$ cat src/sv/bgda_pkg.sv
// Package: shared widths, codes, sequencer states and divider transfer types.
package bgda_pkg;

    localparam int MODE_W    = 1;
    localparam int GEN_W     = 3;
    localparam int RATE_W    = 25;
    localparam int CLK_W     = 26;
    localparam int DIVF_W    = 12;
    localparam int COUNT_W   = 8;
    localparam int SETTING_W = DIVF_W + 1;
    // clk / rate with rate >= RATE_MIN stays below 2^18
    localparam int DIV_W     = 18;
    localparam int ERR_W     = 32;
    localparam int PRE_SH    = 4;
    localparam int STEP_W    = $clog2(CLK_W);

    localparam logic [RATE_W-1:0]  RATE_MIN  = RATE_W'(503);
    localparam logic [RATE_W-1:0]  RATE_MAX  = RATE_W'(25000000);
    localparam logic [CLK_W-1:0]   CLK_RESET = CLK_W'(25000000);
    localparam logic [COUNT_W-1:0] COUNT_MAX = '1;

    localparam logic [MODE_W-1:0] MODE_CLAIM   = 1'b0;
    localparam logic [MODE_W-1:0] MODE_RELEASE = 1'b1;

    // register index, taken from paddr bit 2
    localparam logic REG_CLOCK_HZ = 1'b0;

    typedef logic [SETTING_W-1:0] t_setting;

    typedef enum logic [2:0] {
        ST_IDLE,
        ST_CHECK,
        ST_Q0,
        ST_SCALE,
        ST_Q1,
        ST_Q2,
        ST_PICK,
        ST_FINISH
    } t_state;

    typedef struct packed {
        logic              start;
        logic [CLK_W-1:0]  dividend;
        logic [RATE_W-1:0] divisor;
    } t_div_req;

    typedef struct packed {
        logic             done;
        logic [CLK_W-1:0] quotient;
    } t_div_rsp;

endpackage

$ cat src/sv/bgda_if.sv
// Interfaces: request and response channels with valid/ready handshake.
interface bgda_in_if;
    import bgda_pkg::*;
    logic              valid;
    logic              ready;
    logic [MODE_W-1:0] mode;
    logic [GEN_W-1:0]  generator;
    logic [RATE_W-1:0] rate_bps;

    modport source (output valid, mode, generator, rate_bps, input ready);
    modport sink   (input valid, mode, generator, rate_bps, output ready);
endinterface

interface bgda_out_if;
    import bgda_pkg::*;
    logic               valid;
    logic               ready;
    logic               ok;
    logic [CLK_W-1:0]   achieved_rate;
    logic [DIVF_W-1:0]  divider_field;
    logic               prescale_16;
    logic               start_generator;
    logic               stop_generator;
    logic [COUNT_W-1:0] user_count;

    modport source (output valid, ok, achieved_rate, divider_field, prescale_16,
                    start_generator, stop_generator, user_count, input ready);
    modport sink   (input valid, ok, achieved_rate, divider_field, prescale_16,
                    start_generator, stop_generator, user_count, output ready);
endinterface

$ cat src/sv/bgda_div.sv
// Shared restoring divider: one quotient bit per cycle.
module bgda_div (
    input  logic               i_clk,
    input  logic               i_rst_n,
    input  bgda_pkg::t_div_req i_req,
    output bgda_pkg::t_div_rsp o_rsp
);
    import bgda_pkg::*;

    localparam logic [STEP_W-1:0] LAST_STEP = STEP_W'(CLK_W - 1);

    logic              r_busy;
    logic              r_done;
    logic [STEP_W-1:0] r_step;
    logic [RATE_W-1:0] r_rem;
    logic [RATE_W-1:0] r_den;
    logic [CLK_W-1:0]  r_quo;

    logic [RATE_W:0]   trial;
    logic              ge;

    assign trial = {r_rem, r_quo[CLK_W-1]};
    assign ge    = trial >= {1'b0, r_den};

    always_ff @(posedge i_clk) begin
        if (!i_rst_n) begin
            r_busy <= 1'b0;
            r_done <= 1'b0;
            r_step <= '0;
        end else begin
            r_done <= 1'b0;
            if (i_req.start) begin
                r_busy <= 1'b1;
                r_step <= '0;
            end else if (r_busy) begin
                r_step <= r_step + 1'b1;
                if (r_step == LAST_STEP) begin
                    r_busy <= 1'b0;
                    r_done <= 1'b1;
                end
            end
        end
    end

    always_ff @(posedge i_clk) begin
        if (i_req.start) begin
            r_rem <= '0;
            r_den <= i_req.divisor;
            r_quo <= i_req.dividend;
        end else if (r_busy) begin
            // quotient bits shift in as dividend bits shift out
            r_rem <= ge ? RATE_W'(trial - {1'b0, r_den}) : trial[RATE_W-1:0];
            r_quo <= {r_quo[CLK_W-2:0], ge};
        end
    end

    assign o_rsp.done     = r_done;
    assign o_rsp.quotient = r_quo;

endmodule

$ cat src/sv/baud_generator_divisor_allocator_unit.sv
// Top level: baud generator divisor calculation and shared-generator allocation.
//
//  channel   dir  transfer when            payload
//  i_req     in   valid & ready            mode, generator, rate_bps
//  o_rsp     out  valid & ready            ok, achieved_rate, divider_field,
//                                          prescale_16, start/stop_generator,
//                                          user_count
//  APB       in   psel&penable&pwrite      system_clock_hz at byte address 0
//
//  Steps: a full claim runs three divider passes (start, 26 quotient bits, done)
//  plus accept, check, scale, pick, finish; two passes when divisor+1 does not fit,
//  one for an oversize divisor or clock below rate, none for releases, bad generators
//  and out-of-range rates.
//  Reset: synchronous, active low; clears counts, sequencer, output valid; clock 25 MHz.
//  Stalls: i_req.ready only in idle; a result waits in finish while o_rsp is still full.
module baud_generator_divisor_allocator_unit #(
    parameter int MAX_DIVISOR    = 4096,
    parameter int NUM_GENERATORS = 4
) (
    input  logic        i_clk,
    input  logic        i_rst_n,
    bgda_in_if.sink     i_req,
    bgda_out_if.source  o_rsp,
    input  logic        psel,
    input  logic        penable,
    input  logic        pwrite,
    input  logic [2:0]  paddr,
    input  logic [31:0] pwdata,
    output logic [31:0] prdata,
    output logic        pready
);
    import bgda_pkg::*;

    localparam int GEN_IDX_W = (NUM_GENERATORS > 1) ? $clog2(NUM_GENERATORS) : 1;
    localparam logic [GEN_W:0]   NUM_GEN_L = (GEN_W + 1)'(NUM_GENERATORS);
    localparam logic [DIV_W-1:0] MAX_DIV_L = DIV_W'(MAX_DIVISOR);

    // ---------------- configuration register ----------------
    logic [CLK_W-1:0] r_clk_hz;

    assign pready = 1'b1;

    always_ff @(posedge i_clk) begin
        if (!i_rst_n) begin
            r_clk_hz <= CLK_RESET;
        end else if (psel && penable && pwrite && paddr[2] == REG_CLOCK_HZ) begin
            r_clk_hz <= pwdata[CLK_W-1:0];
        end
    end

    assign prdata = (paddr[2] == REG_CLOCK_HZ) ? 32'(r_clk_hz) : '0;

    // ---------------- item registers ----------------
    t_state             r_state, n_state;
    logic [MODE_W-1:0]  r_mode;
    logic [GEN_W-1:0]   r_gen;
    logic [RATE_W-1:0]  r_rate;
    logic               r_refuse;   // range or divisor-too-large refusal
    logic [DIV_W-1:0]   r_div;      // plain candidate, then the chosen divisor
    logic               r_pre;
    logic [DIV_W-1:0]   r_try;      // divisor-plus-one candidate
    logic               r_pre2;
    logic               r_try_ok;   // candidate two fits after prescale
    logic [CLK_W-1:0]   r_ach;
    logic [CLK_W-1:0]   r_q2;

    // generator state
    logic [COUNT_W-1:0] r_counts   [NUM_GENERATORS];
    t_setting           r_settings [NUM_GENERATORS];

    // output register
    logic               r_out_valid;
    logic               r_out_ok;
    logic [CLK_W-1:0]   r_out_ach;
    logic [DIVF_W-1:0]  r_out_divf;
    logic               r_out_pre;
    logic               r_out_start;
    logic               r_out_stop;
    logic [COUNT_W-1:0] r_out_users;

    t_div_req div_req;
    t_div_rsp div_rsp;

    bgda_div u_div (
        .i_clk   (i_clk),
        .i_rst_n (i_rst_n),
        .i_req   (div_req),
        .o_rsp   (div_rsp)
    );

    // ---------------- request checks ----------------
    logic                 gen_ok;
    logic                 rate_bad;
    logic [GEN_IDX_W-1:0] gidx;

    assign gen_ok   = {1'b0, r_gen} < NUM_GEN_L;
    assign rate_bad = (r_rate < RATE_MIN) || (r_rate > RATE_MAX);
    assign gidx     = r_gen[GEN_IDX_W-1:0];

    // ---------------- scaling of the first quotient ----------------
    logic [DIV_W-1:0] q0;
    logic [DIV_W-1:0] try_raw;
    logic             sc_pre, sc_pre2;
    logic [DIV_W-1:0] sc_div, sc_try;

    assign q0      = div_rsp.quotient[DIV_W-1:0];
    assign try_raw = q0 + 1'b1;
    assign sc_pre2 = try_raw > MAX_DIV_L;
    assign sc_try  = sc_pre2 ? (try_raw >> PRE_SH) : try_raw;
    assign sc_pre  = q0 > MAX_DIV_L;
    assign sc_div  = sc_pre ? (q0 >> PRE_SH) : q0;

    // ---------------- error compare (32-bit wrapping) ----------------
    logic [ERR_W-1:0] err1, err2;
    logic             take_try;

    assign err1     = ERR_W'(r_ach) - ERR_W'(r_rate);
    assign err2     = ERR_W'(r_rate) - ERR_W'(r_q2);
    assign take_try = r_try_ok && (err2 < err1);

    // ---------------- next state ----------------
    logic slot_free;
    assign slot_free = !r_out_valid || o_rsp.ready;

    always_comb begin
        n_state = r_state;
        case (r_state)
            ST_IDLE: begin
                if (i_req.valid) n_state = ST_CHECK;
            end
            ST_CHECK: begin
                if (!gen_ok || r_mode == MODE_RELEASE || rate_bad) n_state = ST_FINISH;
                else n_state = ST_Q0;
            end
            ST_Q0: begin
                if (div_rsp.done) n_state = ST_SCALE;
            end
            ST_SCALE: begin
                if (sc_div > MAX_DIV_L || q0 == '0) n_state = ST_FINISH;
                else n_state = ST_Q1;
            end
            ST_Q1: begin
                if (div_rsp.done) n_state = r_try_ok ? ST_Q2 : ST_PICK;
            end
            ST_Q2: begin
                if (div_rsp.done) n_state = ST_PICK;
            end
            ST_PICK: begin
                n_state = ST_FINISH;
            end
            ST_FINISH: begin
                if (slot_free) n_state = ST_IDLE;
            end
            default: n_state = ST_IDLE;
        endcase
    end

    // ---------------- sequencer outputs ----------------
    logic commit;

    always_comb begin
        i_req.ready     = 1'b0;
        commit          = 1'b0;
        div_req.start   = 1'b0;
        div_req.dividend = r_clk_hz;
        div_req.divisor  = r_rate;
        case (r_state)
            ST_IDLE: begin
                i_req.ready = 1'b1;
            end
            ST_CHECK: begin
                div_req.start = gen_ok && r_mode == MODE_CLAIM && !rate_bad;
            end
            ST_SCALE: begin
                div_req.start    = !(sc_div > MAX_DIV_L) && q0 != '0;
                div_req.dividend = sc_pre ? (r_clk_hz >> PRE_SH) : r_clk_hz;
                div_req.divisor  = RATE_W'(sc_div);
            end
            ST_Q1: begin
                div_req.start    = div_rsp.done && r_try_ok;
                div_req.dividend = r_pre2 ? (r_clk_hz >> PRE_SH) : r_clk_hz;
                div_req.divisor  = RATE_W'(r_try);
            end
            ST_FINISH: begin
                commit = slot_free;
            end
            default: begin
            end
        endcase
    end

    always_ff @(posedge i_clk) begin
        if (!i_rst_n) r_state <= ST_IDLE;
        else          r_state <= n_state;
    end

    // ---------------- datapath registers ----------------
    always_ff @(posedge i_clk) begin
        case (r_state)
            ST_IDLE: begin
                if (i_req.valid) begin
                    r_mode   <= i_req.mode;
                    r_gen    <= i_req.generator;
                    r_rate   <= i_req.rate_bps;
                    r_refuse <= 1'b0;
                end
            end
            ST_CHECK: begin
                r_refuse <= rate_bad;
            end
            ST_SCALE: begin
                r_try    <= sc_try;
                r_pre2   <= sc_pre2;
                r_try_ok <= !(sc_try > MAX_DIV_L);
                if (sc_div > MAX_DIV_L) begin
                    r_refuse <= 1'b1;
                end else if (q0 == '0) begin
                    // clock below rate: divisor one, rate equals clock
                    r_div <= sc_try;
                    r_pre <= sc_pre2;
                    r_ach <= r_clk_hz;
                end else begin
                    r_div <= sc_div;
                    r_pre <= sc_pre;
                end
            end
            ST_Q1: begin
                if (div_rsp.done) r_ach <= div_rsp.quotient;
            end
            ST_Q2: begin
                if (div_rsp.done) r_q2 <= div_rsp.quotient;
            end
            ST_PICK: begin
                if (take_try) begin
                    r_div <= r_try;
                    r_pre <= r_pre2;
                    r_ach <= r_q2;
                end
            end
            default: begin
            end
        endcase
    end

    // ---------------- allocation decision ----------------
    logic [COUNT_W-1:0] cnt;
    t_setting           setting;
    logic [DIV_W-1:0]   div_m1;
    logic               f_ok, f_start, f_stop, f_write_cnt, f_program;
    logic [COUNT_W-1:0] f_users;

    assign cnt     = r_counts[gidx];
    assign div_m1  = r_div - 1'b1;
    assign setting = {r_pre, div_m1[DIVF_W-1:0]};

    always_comb begin
        f_ok        = 1'b0;
        f_start     = 1'b0;
        f_stop      = 1'b0;
        f_write_cnt = 1'b0;
        f_program   = 1'b0;
        f_users     = '0;
        if (gen_ok) begin
            if (r_mode == MODE_RELEASE) begin
                if (cnt != '0) begin
                    f_ok        = 1'b1;
                    f_users     = cnt - 1'b1;
                    f_stop      = cnt == COUNT_W'(1);
                    f_write_cnt = 1'b1;
                end
            end else if (r_refuse) begin
                f_users = cnt;
            end else if (cnt == '0) begin
                // first user programs and starts the generator
                f_ok        = 1'b1;
                f_start     = 1'b1;
                f_users     = COUNT_W'(1);
                f_write_cnt = 1'b1;
                f_program   = 1'b1;
            end else if (r_settings[gidx] != setting || cnt == COUNT_MAX) begin
                f_users = cnt;
            end else begin
                f_ok        = 1'b1;
                f_users     = cnt + 1'b1;
                f_write_cnt = 1'b1;
            end
        end
    end

    always_ff @(posedge i_clk) begin
        if (!i_rst_n) begin
            r_counts <= '{default: '0};
        end else if (commit && f_write_cnt) begin
            r_counts[gidx] <= f_users;
        end
    end

    always_ff @(posedge i_clk) begin
        if (commit && f_program) r_settings[gidx] <= setting;
    end

    // ---------------- output register ----------------
    always_ff @(posedge i_clk) begin
        if (!i_rst_n) begin
            r_out_valid <= 1'b0;
        end else if (commit) begin
            r_out_valid <= 1'b1;
        end else if (o_rsp.ready) begin
            r_out_valid <= 1'b0;
        end
    end

    always_ff @(posedge i_clk) begin
        if (commit) begin
            r_out_ok    <= f_ok;
            r_out_ach   <= (f_ok && r_mode == MODE_CLAIM) ? r_ach : '0;
            r_out_divf  <= (f_ok && r_mode == MODE_CLAIM) ? div_m1[DIVF_W-1:0] : '0;
            r_out_pre   <= f_ok && r_mode == MODE_CLAIM && r_pre;
            r_out_start <= f_start;
            r_out_stop  <= f_stop;
            r_out_users <= f_users;
        end
    end

    assign o_rsp.valid           = r_out_valid;
    assign o_rsp.ok              = r_out_ok;
    assign o_rsp.achieved_rate   = r_out_ach;
    assign o_rsp.divider_field   = r_out_divf;
    assign o_rsp.prescale_16     = r_out_pre;
    assign o_rsp.start_generator = r_out_start;
    assign o_rsp.stop_generator  = r_out_stop;
    assign o_rsp.user_count      = r_out_users;

    // ---------------- assertions ----------------
    a_start_first_user: assert property (@(posedge i_clk) disable iff (!i_rst_n)
        o_rsp.valid && o_rsp.start_generator |-> o_rsp.ok && o_rsp.user_count == 8'd1)
        else $error("generator start without a first user");

    a_stop_last_user: assert property (@(posedge i_clk) disable iff (!i_rst_n)
        o_rsp.valid && o_rsp.stop_generator |-> o_rsp.ok && o_rsp.user_count == '0)
        else $error("generator stop while users remain");

    a_div_done_in_wait: assert property (@(posedge i_clk) disable iff (!i_rst_n)
        div_rsp.done |-> (r_state == ST_Q0 || r_state == ST_Q1 || r_state == ST_Q2))
        else $error("divider finished outside a wait state");

    a_commit_fills_slot: assert property (@(posedge i_clk) disable iff (!i_rst_n)
        commit |=> r_out_valid && r_state == ST_IDLE)
        else $error("result not held after commit");

endmodule

$ cat src/flat_wrapper.sv
// flat-port wrapper written by rule: the top's interface ports become plain ports
module baud_generator_divisor_allocator_unit_flat import bgda_pkg::*;
#(
    parameter int MAX_DIVISOR    = 4096,
    parameter int NUM_GENERATORS = 4
)
  (i_clk, i_rst_n, psel, penable, pwrite, paddr, pwdata, prdata, pready, i_req_valid, i_req_mode, i_req_generator, i_req_rate_bps, i_req_ready, o_rsp_valid, o_rsp_ok, o_rsp_achieved_rate, o_rsp_divider_field, o_rsp_prescale_16, o_rsp_start_generator, o_rsp_stop_generator, o_rsp_user_count, o_rsp_ready);
  bgda_in_if i_req_i ();
  bgda_out_if o_rsp_i ();
  input  logic i_clk;
  input  logic i_rst_n;
  input  logic psel;
  input  logic penable;
  input  logic pwrite;
  input  logic [2:0] paddr;
  input  logic [31:0] pwdata;
  output logic [31:0] prdata;
  output logic pready;
  input wire logic [$bits(i_req_i.valid)-1:0] i_req_valid;
  input wire logic [$bits(i_req_i.mode)-1:0] i_req_mode;
  input wire logic [$bits(i_req_i.generator)-1:0] i_req_generator;
  input wire logic [$bits(i_req_i.rate_bps)-1:0] i_req_rate_bps;
  output wire logic [$bits(i_req_i.ready)-1:0] i_req_ready;
  output wire logic [$bits(o_rsp_i.valid)-1:0] o_rsp_valid;
  output wire logic [$bits(o_rsp_i.ok)-1:0] o_rsp_ok;
  output wire logic [$bits(o_rsp_i.achieved_rate)-1:0] o_rsp_achieved_rate;
  output wire logic [$bits(o_rsp_i.divider_field)-1:0] o_rsp_divider_field;
  output wire logic [$bits(o_rsp_i.prescale_16)-1:0] o_rsp_prescale_16;
  output wire logic [$bits(o_rsp_i.start_generator)-1:0] o_rsp_start_generator;
  output wire logic [$bits(o_rsp_i.stop_generator)-1:0] o_rsp_stop_generator;
  output wire logic [$bits(o_rsp_i.user_count)-1:0] o_rsp_user_count;
  input wire logic [$bits(o_rsp_i.ready)-1:0] o_rsp_ready;
  assign i_req_i.valid = i_req_valid;
  assign i_req_i.mode = i_req_mode;
  assign i_req_i.generator = i_req_generator;
  assign i_req_i.rate_bps = i_req_rate_bps;
  assign i_req_ready = i_req_i.ready;
  assign o_rsp_valid = o_rsp_i.valid;
  assign o_rsp_ok = o_rsp_i.ok;
  assign o_rsp_achieved_rate = o_rsp_i.achieved_rate;
  assign o_rsp_divider_field = o_rsp_i.divider_field;
  assign o_rsp_prescale_16 = o_rsp_i.prescale_16;
  assign o_rsp_start_generator = o_rsp_i.start_generator;
  assign o_rsp_stop_generator = o_rsp_i.stop_generator;
  assign o_rsp_user_count = o_rsp_i.user_count;
  assign o_rsp_i.ready = o_rsp_ready;
  baud_generator_divisor_allocator_unit #(.MAX_DIVISOR(MAX_DIVISOR), .NUM_GENERATORS(NUM_GENERATORS)) u_core (.i_clk(i_clk), .i_rst_n(i_rst_n), .i_req(i_req_i), .o_rsp(o_rsp_i), .psel(psel), .penable(penable), .pwrite(pwrite), .paddr(paddr), .pwdata(pwdata), .prdata(prdata), .pready(pready));
endmodule
$ cat config.mk
export PLATFORM = sky130hd
export DESIGN_NAME = baud_generator_divisor_allocator_unit_flat
export DESIGN_NICKNAME = d
export VERILOG_FILES = /design/src/sv/bgda_pkg.sv /design/src/sv/bgda_if.sv /design/src/sv/bgda_div.sv /design/src/sv/baud_generator_divisor_allocator_unit.sv /design/src/flat_wrapper.sv
export SDC_FILE = /design/constraint.sdc
export NUM_CORES = 1
export LEC_CHECK = 0
export ABC_AREA = 1
export BUFFER_PORTS_ARGS = -buffer_cell sky130_fd_sc_hd__buf_2
export CAP_MARGIN = 40
export CORE_ASPECT_RATIO = 0.6
export CORE_UTILIZATION = 50
export DETAILED_ROUTE_END_ITERATION = 12
export PLACE_DENSITY = 0.75
export SLEW_MARGIN = 5
export SYNTH_ARGS = -nofsm -noshare
export SYNTH_HDL_FRONTEND = slang
export SYNTH_SLANG_ARGS = --single-unit
$ cat constraint.sdc
create_clock -name i_clk -period 4.7 [get_ports i_clk]
set_clock_uncertainty 0.2 [all_clocks]
set_input_delay 0.94 -clock i_clk [delete_from_list [all_inputs] [get_ports i_clk]]
set_output_delay 0.94 -clock i_clk [all_outputs]
set_load 0.1 [all_outputs]
==> out/metrics.cfg, run 1 <==
[status]
status=finished clean

[clock_network]
cts-root-buf=clkbuf_16
cts_max_level=2
clk_latency_ps=540
cts_tree=yes
clock_path_buffers=3
numCtsBuffers=37
numClockSinks=364
clkSlewWorstSetupHoldPaths_ps=70

[worst_setup_path]
path_max_fanout=6
worstSetupPathType=reg2reg
max_stage_delay_ps=460
endpoint_kind=register
crit_start=u_core.r_rate[2]
start_kind=register
timing.rr.start=u_core.r_rate[2]
cp_top_family=compound AO/OA/AOI/OAI gates
critical_path_arrival_ps=4640
crit_slowest_cell=edfxtp_1
rr_worst_depth=28
regToRegEndpoint=u_core.r_ach[7]
worstPathRequired_ps=4760
r2r_setup_slack_ps=120
cp_num_buf_inv=7

[power]
p_switching_mw=5.01
pwr-share-comb=0.421
p_leak_nw=11.2
p_seq_frac=0.341
power.density_nw_per_um2=488
switching_share=0.404
finalPower_mw=12.4
clkPwrFrac=0.238
internal-power_mw=7.40
max-vdd-ir-drop_v=0.000260

[finish]
drive_gt1_frac=0.154
fin_area_um2=25400
nNetsFinal=3086
synthToLayoutAreaGrowth_pct=17.2
fin_util=0.601
antennaDiodeCount=0
instances_no_fill=3497
fillers=3673

[global_route]
grt_first_pass_wirelength_um=100000
antenna_found_initial=1
grt_usage=0.295
grt-ovfl-total=0
grt_max_degree=100
first_global_vias=17536

[sta]
setup_violations=0
min_period_over_period=0.975
setup_tns_ps=0
tightestPinTransition_ps=839
maxSlewHeadroom=0.435
finalHoldViolations=0
max_freq_mhz=218
fin_crit_ps=4580
drv_slew=0

[logic_synthesis]
avgSynthCellArea_um2=8.15
synth_compound_area_frac=0.128
synth_top_family_by_area=simple AND/OR/NAND/NOR gates
synth_warnings=0
ys_seq_area_frac=0.460
synth.area.mux_share=0
synth_cells=2660
syn_area_um2=21700
async_flop_share=0
synth-xor-area-share=0.0356
yosys.area_share.simple=0.226
synth_fa_ha_area_frac=0.0668
yosys_register_bits=364
synth.distinct_cells=57
synth_edf_count=268
ys.flop_type=edfxtp_1

[place]
dpl_cell_area_um2=23700
place_inst=3416
gp_congestion=1.02
hpwl_um=51400
portBuffers=140

[die]
dieArea_um2=44200
rows=58
start_util=0.512
ios=156
core_um2=42300
die_height_um=163
die_x_um=271

[route]
totalWireLength_um=67100
ant_nets=0
vias=19723
via_per_inst=5.64
drc=0
drt_first_iter_violations=2523
dr.pass1.iters=6
wire_per_inst_um=19.2

[job]
maxCapViolCount=0

[worst_hold_path]
hp-class=reg2reg
hold_depth=0
hold_path_end=u_core.r_q2[20]
hold_start=u_core.u_div.r_quo[20]

==> flip-flops by register name (all words and copies together) (netlist names), 3 cells and up, named ones only <==
signal,count
u_core.r_div,12
u_core.r_clk_hz,26
u_core.r_state,3
u_core.r_counts,32
u_core.u_div.r_step,5
u_core.o_rsp.divider_field,12
u_core.o_rsp.user_count,8
u_core.o_rsp.achieved_rate,26
u_core.r_try,18
u_core.u_div.r_rem,25
u_core.r_settings,52
u_core.u_div.r_quo,26
u_core.r_ach,26
u_core.r_gen,3
u_core.u_div.r_den,25
u_core.r_q2,26
u_core.r_rate,25
==> how the worst max path moves through the flow <==
stage                        to  cells past startpoint  slack, ps
6_report        u_core.r_ach[7]                     28        120
3_3_place_gp    u_core.r_ach[0]                     24        -40
2_1_floorplan   u_core.r_ach[0]                     22        100
4_1_cts        u_core.r_ach[16]                     28          6
3_5_place_dp    u_core.r_ach[1]                     24       -110
5_1_grt        u_core.r_ach[12]                     27        -60
==> cell usage in the layout (no fill, tap or decap), types with 10 or more instances in the layout <==
cell,n
edfxtp_1,268
inv_2,22
nand3_1,126
clkbuf_16,38
inv_1,358
conb_1,11
dfxtp_1,96
buf_2,140
nand4_1,40
ha_1,101
nor2_2,13
nor2_1,244
xnor2_1,34
nor3_1,22
nand2_1,643
xor2_1,54
buf_4,122
o221ai_1,40
o211ai_1,28
o21ai_1,13
o21ai_0,154
a21oi_2,19
a21oi_1,167
nand2_2,10
==> cells in the mapped netlist (28+ instances only) <==
master      n  area share
a21oi_1   190       0.044
clkbuf_1   43      0.0074
dfxtp_1    96       0.089
edfxtp_1  268        0.37
ha_1      111       0.064
inv_1     364       0.063
nand2_1   650        0.11
nand3_1   128       0.030
nand4_1    40       0.012
nor2_1    249       0.043
o211ai_1   28      0.0097
o21ai_0   163       0.038
o221ai_1   40       0.016
xnor2_1    34       0.014
xor2_1     54       0.022
==> per-stage QoR <==
step	setup WS (ps)	hold slack [ps]
after floorplan	101	221
after detailed placement	-112	241
after CTS	6.46	256
after global placement	-39.6	233
after global routing	-58.1	257
final	120	270
==> area by class of cell <==
type                    instances  area, µm²  area share
multi-input cells            1842      10300       0.406
flip-flops and latches        364       9970       0.392
repair buffers                272       1790      0.0706
inverters                     384       1440      0.0567
clock buffers                  48        997      0.0392
well taps                     570        713      0.0281
clock inverters                17        169     0.00665
==> cell families after synthesis <==
group                      count (synthesis)
adders and majority gates                114
and+or+nand+nor                         1149
buffers and inverters                    463
xor gates and xnor gates                  88
DFF                                      364
other                                      2
AOI/OAI and AO/OA                        480
==> timing repair <==
item | 4_1_cts | 5_1_grt
endpoints found under the hold margin | 0 | 0
buffers inserted | 6 | 8
gates cloned | 1 | 1
setup endpoints to repair | 39 | 39
hold buffers | 0 | 0
pin swaps | 8 | 23
gates resized for setup | 21 | 69
==> metal layers <==
metal	wire length, µm	vias to the layer above	global-route usage
met3	8290	103	0.0862
met2	25900	1033	0.396
met5	0	-	0
met4	1490	0	0.0652
li1	-	9365	-
met1	31400	9222	0.457
==> power groups by stage <==
stage	Combinational, mW	Sequential (mW)	Clock (mW)
2_1_floorplan	3.13	4.22	0
3_3_place_gp	4.60	4.27	0
3_5_place_dp	4.70	4.28	0
4_1_cts	4.82	4.21	2.98
5_1_grt	5.67	4.25	3.10
6_report	5.23	4.23	2.95
Power figures use the tool's default switching activity.
==> run 2: changes to the inputs <==
Settings changed: CORE_UTILIZATION 50 to 40, PLACE_DENSITY 0.75 to 0.63.
==> run 2 against run 1 <==
Net effect:
- critical path depth fell by 3
- critical endpoint is now u_core.r_ach[25]
- sequential cell count did not move
- worst setup slack got worse by 13 ps
- sequential power barely moved
- design area rose by 1.2%
- total power rose by 1.6%
- register-to-register slack barely moved
==> out/metrics.cfg, run 2 (same netlist as run 1, synthesis figures left out) <==
[finish]
layout_commonest_cell=nand2_1
drive_gt1_frac=0.155  ; +0.000972
layout_common_cells=nand2_1 (642), inv_1 (357), edfxtp_1 (268), nor2_1 (246), a21oi_1 (168)
fin_area_um2=25700  ; +1.2%
seq_area_um2=9970  ; unchanged
fillers=5085  ; +38%
top_register=u_core.r_settings
multi_input_area_um2=10300  ; -0.34%
synthToLayoutAreaGrowth_pct=18.7
reg_top3=u_core.r_settings: 52 flops, u_core.r_counts: 32 flops
largest_reg_flops=52  ; unchanged
instances_no_fill=3633  ; +3.9%
nNetsFinal=3084  ; -0.065%

[route]
wire_per_inst_um=18.7  ; -2.8%
drc=0  ; unchanged
ant_nets=0  ; unchanged
drt_first_iter_violations=1894  ; -25%
via_per_inst=5.28  ; -6.4%
totalWireLength_um=67800  ; +0.97%
dr.pass1.iters=6  ; unchanged
vias=19175  ; -2.8%

[sta]
maxSlewHeadroom=0.464  ; +0.0297
fin_crit_ps=4590  ; +13.3 ps
tightestPinTransition_ps=795  ; -44.2 ps
finalHoldViolations=0  ; unchanged
setup_violations=0  ; unchanged
max_freq_mhz=218  ; -0.29%
rsz0062_at_grt=true
min_period_over_period=0.977  ; +0.00283
drv_slew=0  ; unchanged

[power]
p_leak_nw=11.2  ; +0.43%
max-vdd-ir-drop_v=0.000224  ; -14%
power.density_nw_per_um2=490  ; +0.35%

[clock_network]
cts_tree=yes
clkSlewWorstSetupHoldPaths_ps=70  ; about the same
postCtsHoldBufs=0  ; unchanged
clk_latency_ps=580  ; +40 ps
clock_path_buffers=3  ; unchanged
numClockSinks=364  ; unchanged
cts_max_level=2  ; unchanged
numCtsBuffers=38  ; +2.7%
cts-root-buf=clkbuf_16

[place]
dpl_cell_area_um2=23900  ; +0.93%
place_inst=3552  ; +4.0%
portBuffers=140  ; unchanged
hpwl_um=52900  ; +3.0%
gp_congestion=0.969  ; -4.7%

[worst_setup_path]
worstPathRequired_ps=4770  ; about the same
path_max_fanout=6  ; unchanged
worstSetupPathType=reg2reg
start_kind=register
endpoint_kind=register
critical_path_arrival_ps=4660  ; +20 ps

[global_route]
first_global_vias=17432  ; -0.59%
grt-ovfl-total=0  ; unchanged
grt_first_pass_wirelength_um=102000  ; +1.8%
antenna_found_initial=1  ; unchanged
grt_max_degree=57  ; -43%
grt_usage=0.242  ; -0.0526

[die]
core_um2=53000  ; +25%
die_x_um=303  ; +12%
dieArea_um2=55200  ; +25%
ios=156  ; unchanged
die_height_um=182  ; +12%
start_util=0.409  ; -0.104
rows=65  ; +12%

[worst_hold_path]
hp-class=reg2reg

[job]
maxCapViolCount=0  ; unchanged

[status]
status=finished clean

run 2: cell type report:
class                   count  share of cell area
flip-flops and latches    364               0.388
clock buffers              42              0.0376
well taps                 703              0.0342
inverters                 384              0.0560
clock inverters            27              0.0135
diodes                      2            0.000195
multi-input cells        1842               0.400
repair buffers            269              0.0710
run 2: final timing paths:
kind / start / to / slack [ps] / cells past startpoint
worst max-delay path: u_core.r_rate[4] / u_core.r_ach[25] / 110 / 25
worst min-delay path: u_core.u_div.r_quo[18] / u_core.r_q2[18] / 260 / 0
worst max register to register: u_core.r_rate[4] / u_core.r_ach[25] / 110 / 25
worst min register to register: u_core.u_div.r_quo[18] / u_core.r_q2[18] / 260 / 0
run 2: worst max-delay path, stage by stage (launching register included):
cell	delay, ps
edfxtp_1	460
ha_4	270
a21oi_1	190
o21ai_2	100
nand2_1	70
nand4_1	220
a21oi_2	220
inv_1	60
a21oi_2	180
inv_1	80
a21oi_2	190
o21bai_1	100
xor2_1	150
ha_1	320
nand2_1	100
nor2_1	60
a211oi_2	160
a21oi_1	110
nor4_2	180
buf_4	170
nand2_4	60
nand2_4	70
nand3_4	70
a21oi_4	160
buf_12	170
buf_16	150
run 2: report_power, final:
group / internal (mW) / switching (mW) / leakage (nW)
Combinational: 1.76 / 3.37 / 7.40
Clock: 1.89 / 1.36 / 0.629
Sequential: 3.94 / 0.285 / 3.21
Total: 7.59 / 5.02 / 11.2
run 2: timing repair:
action                     in CTS  in global routing
resized for setup              30                 53
setup endpoints to repair      39                 39
buffers inserted                3                  4
cloned                          2                  1
pin swaps                      12                 15
run 2: through the flow:
step                      setup slack, ps  total power, mW  setup TNS (ps)  hold WS [ps]   util
after floorplan                       101             7.35               0           221      -
after global placement               -215             8.91           -7170           234  0.450
after detailed placement             -153             9.03           -4660           235  0.451
after CTS                            49.2             12.4               0           250  0.480
after global routing                -23.6             13.3            -339           261  0.485
final                                 106             12.6               0           256  0.485
run 2: layer usage:
layer | global-route usage | vias to the layer above | wire length (µm)
li1 | - | 9375 | -
met1 | 0.383 | 8862 | 33300
met2 | 0.308 | 855 | 25200
met3 | 0.0808 | 83 | 7990
met4 | 0.0509 | 0 | 1240
met5 | 0 | - | 0
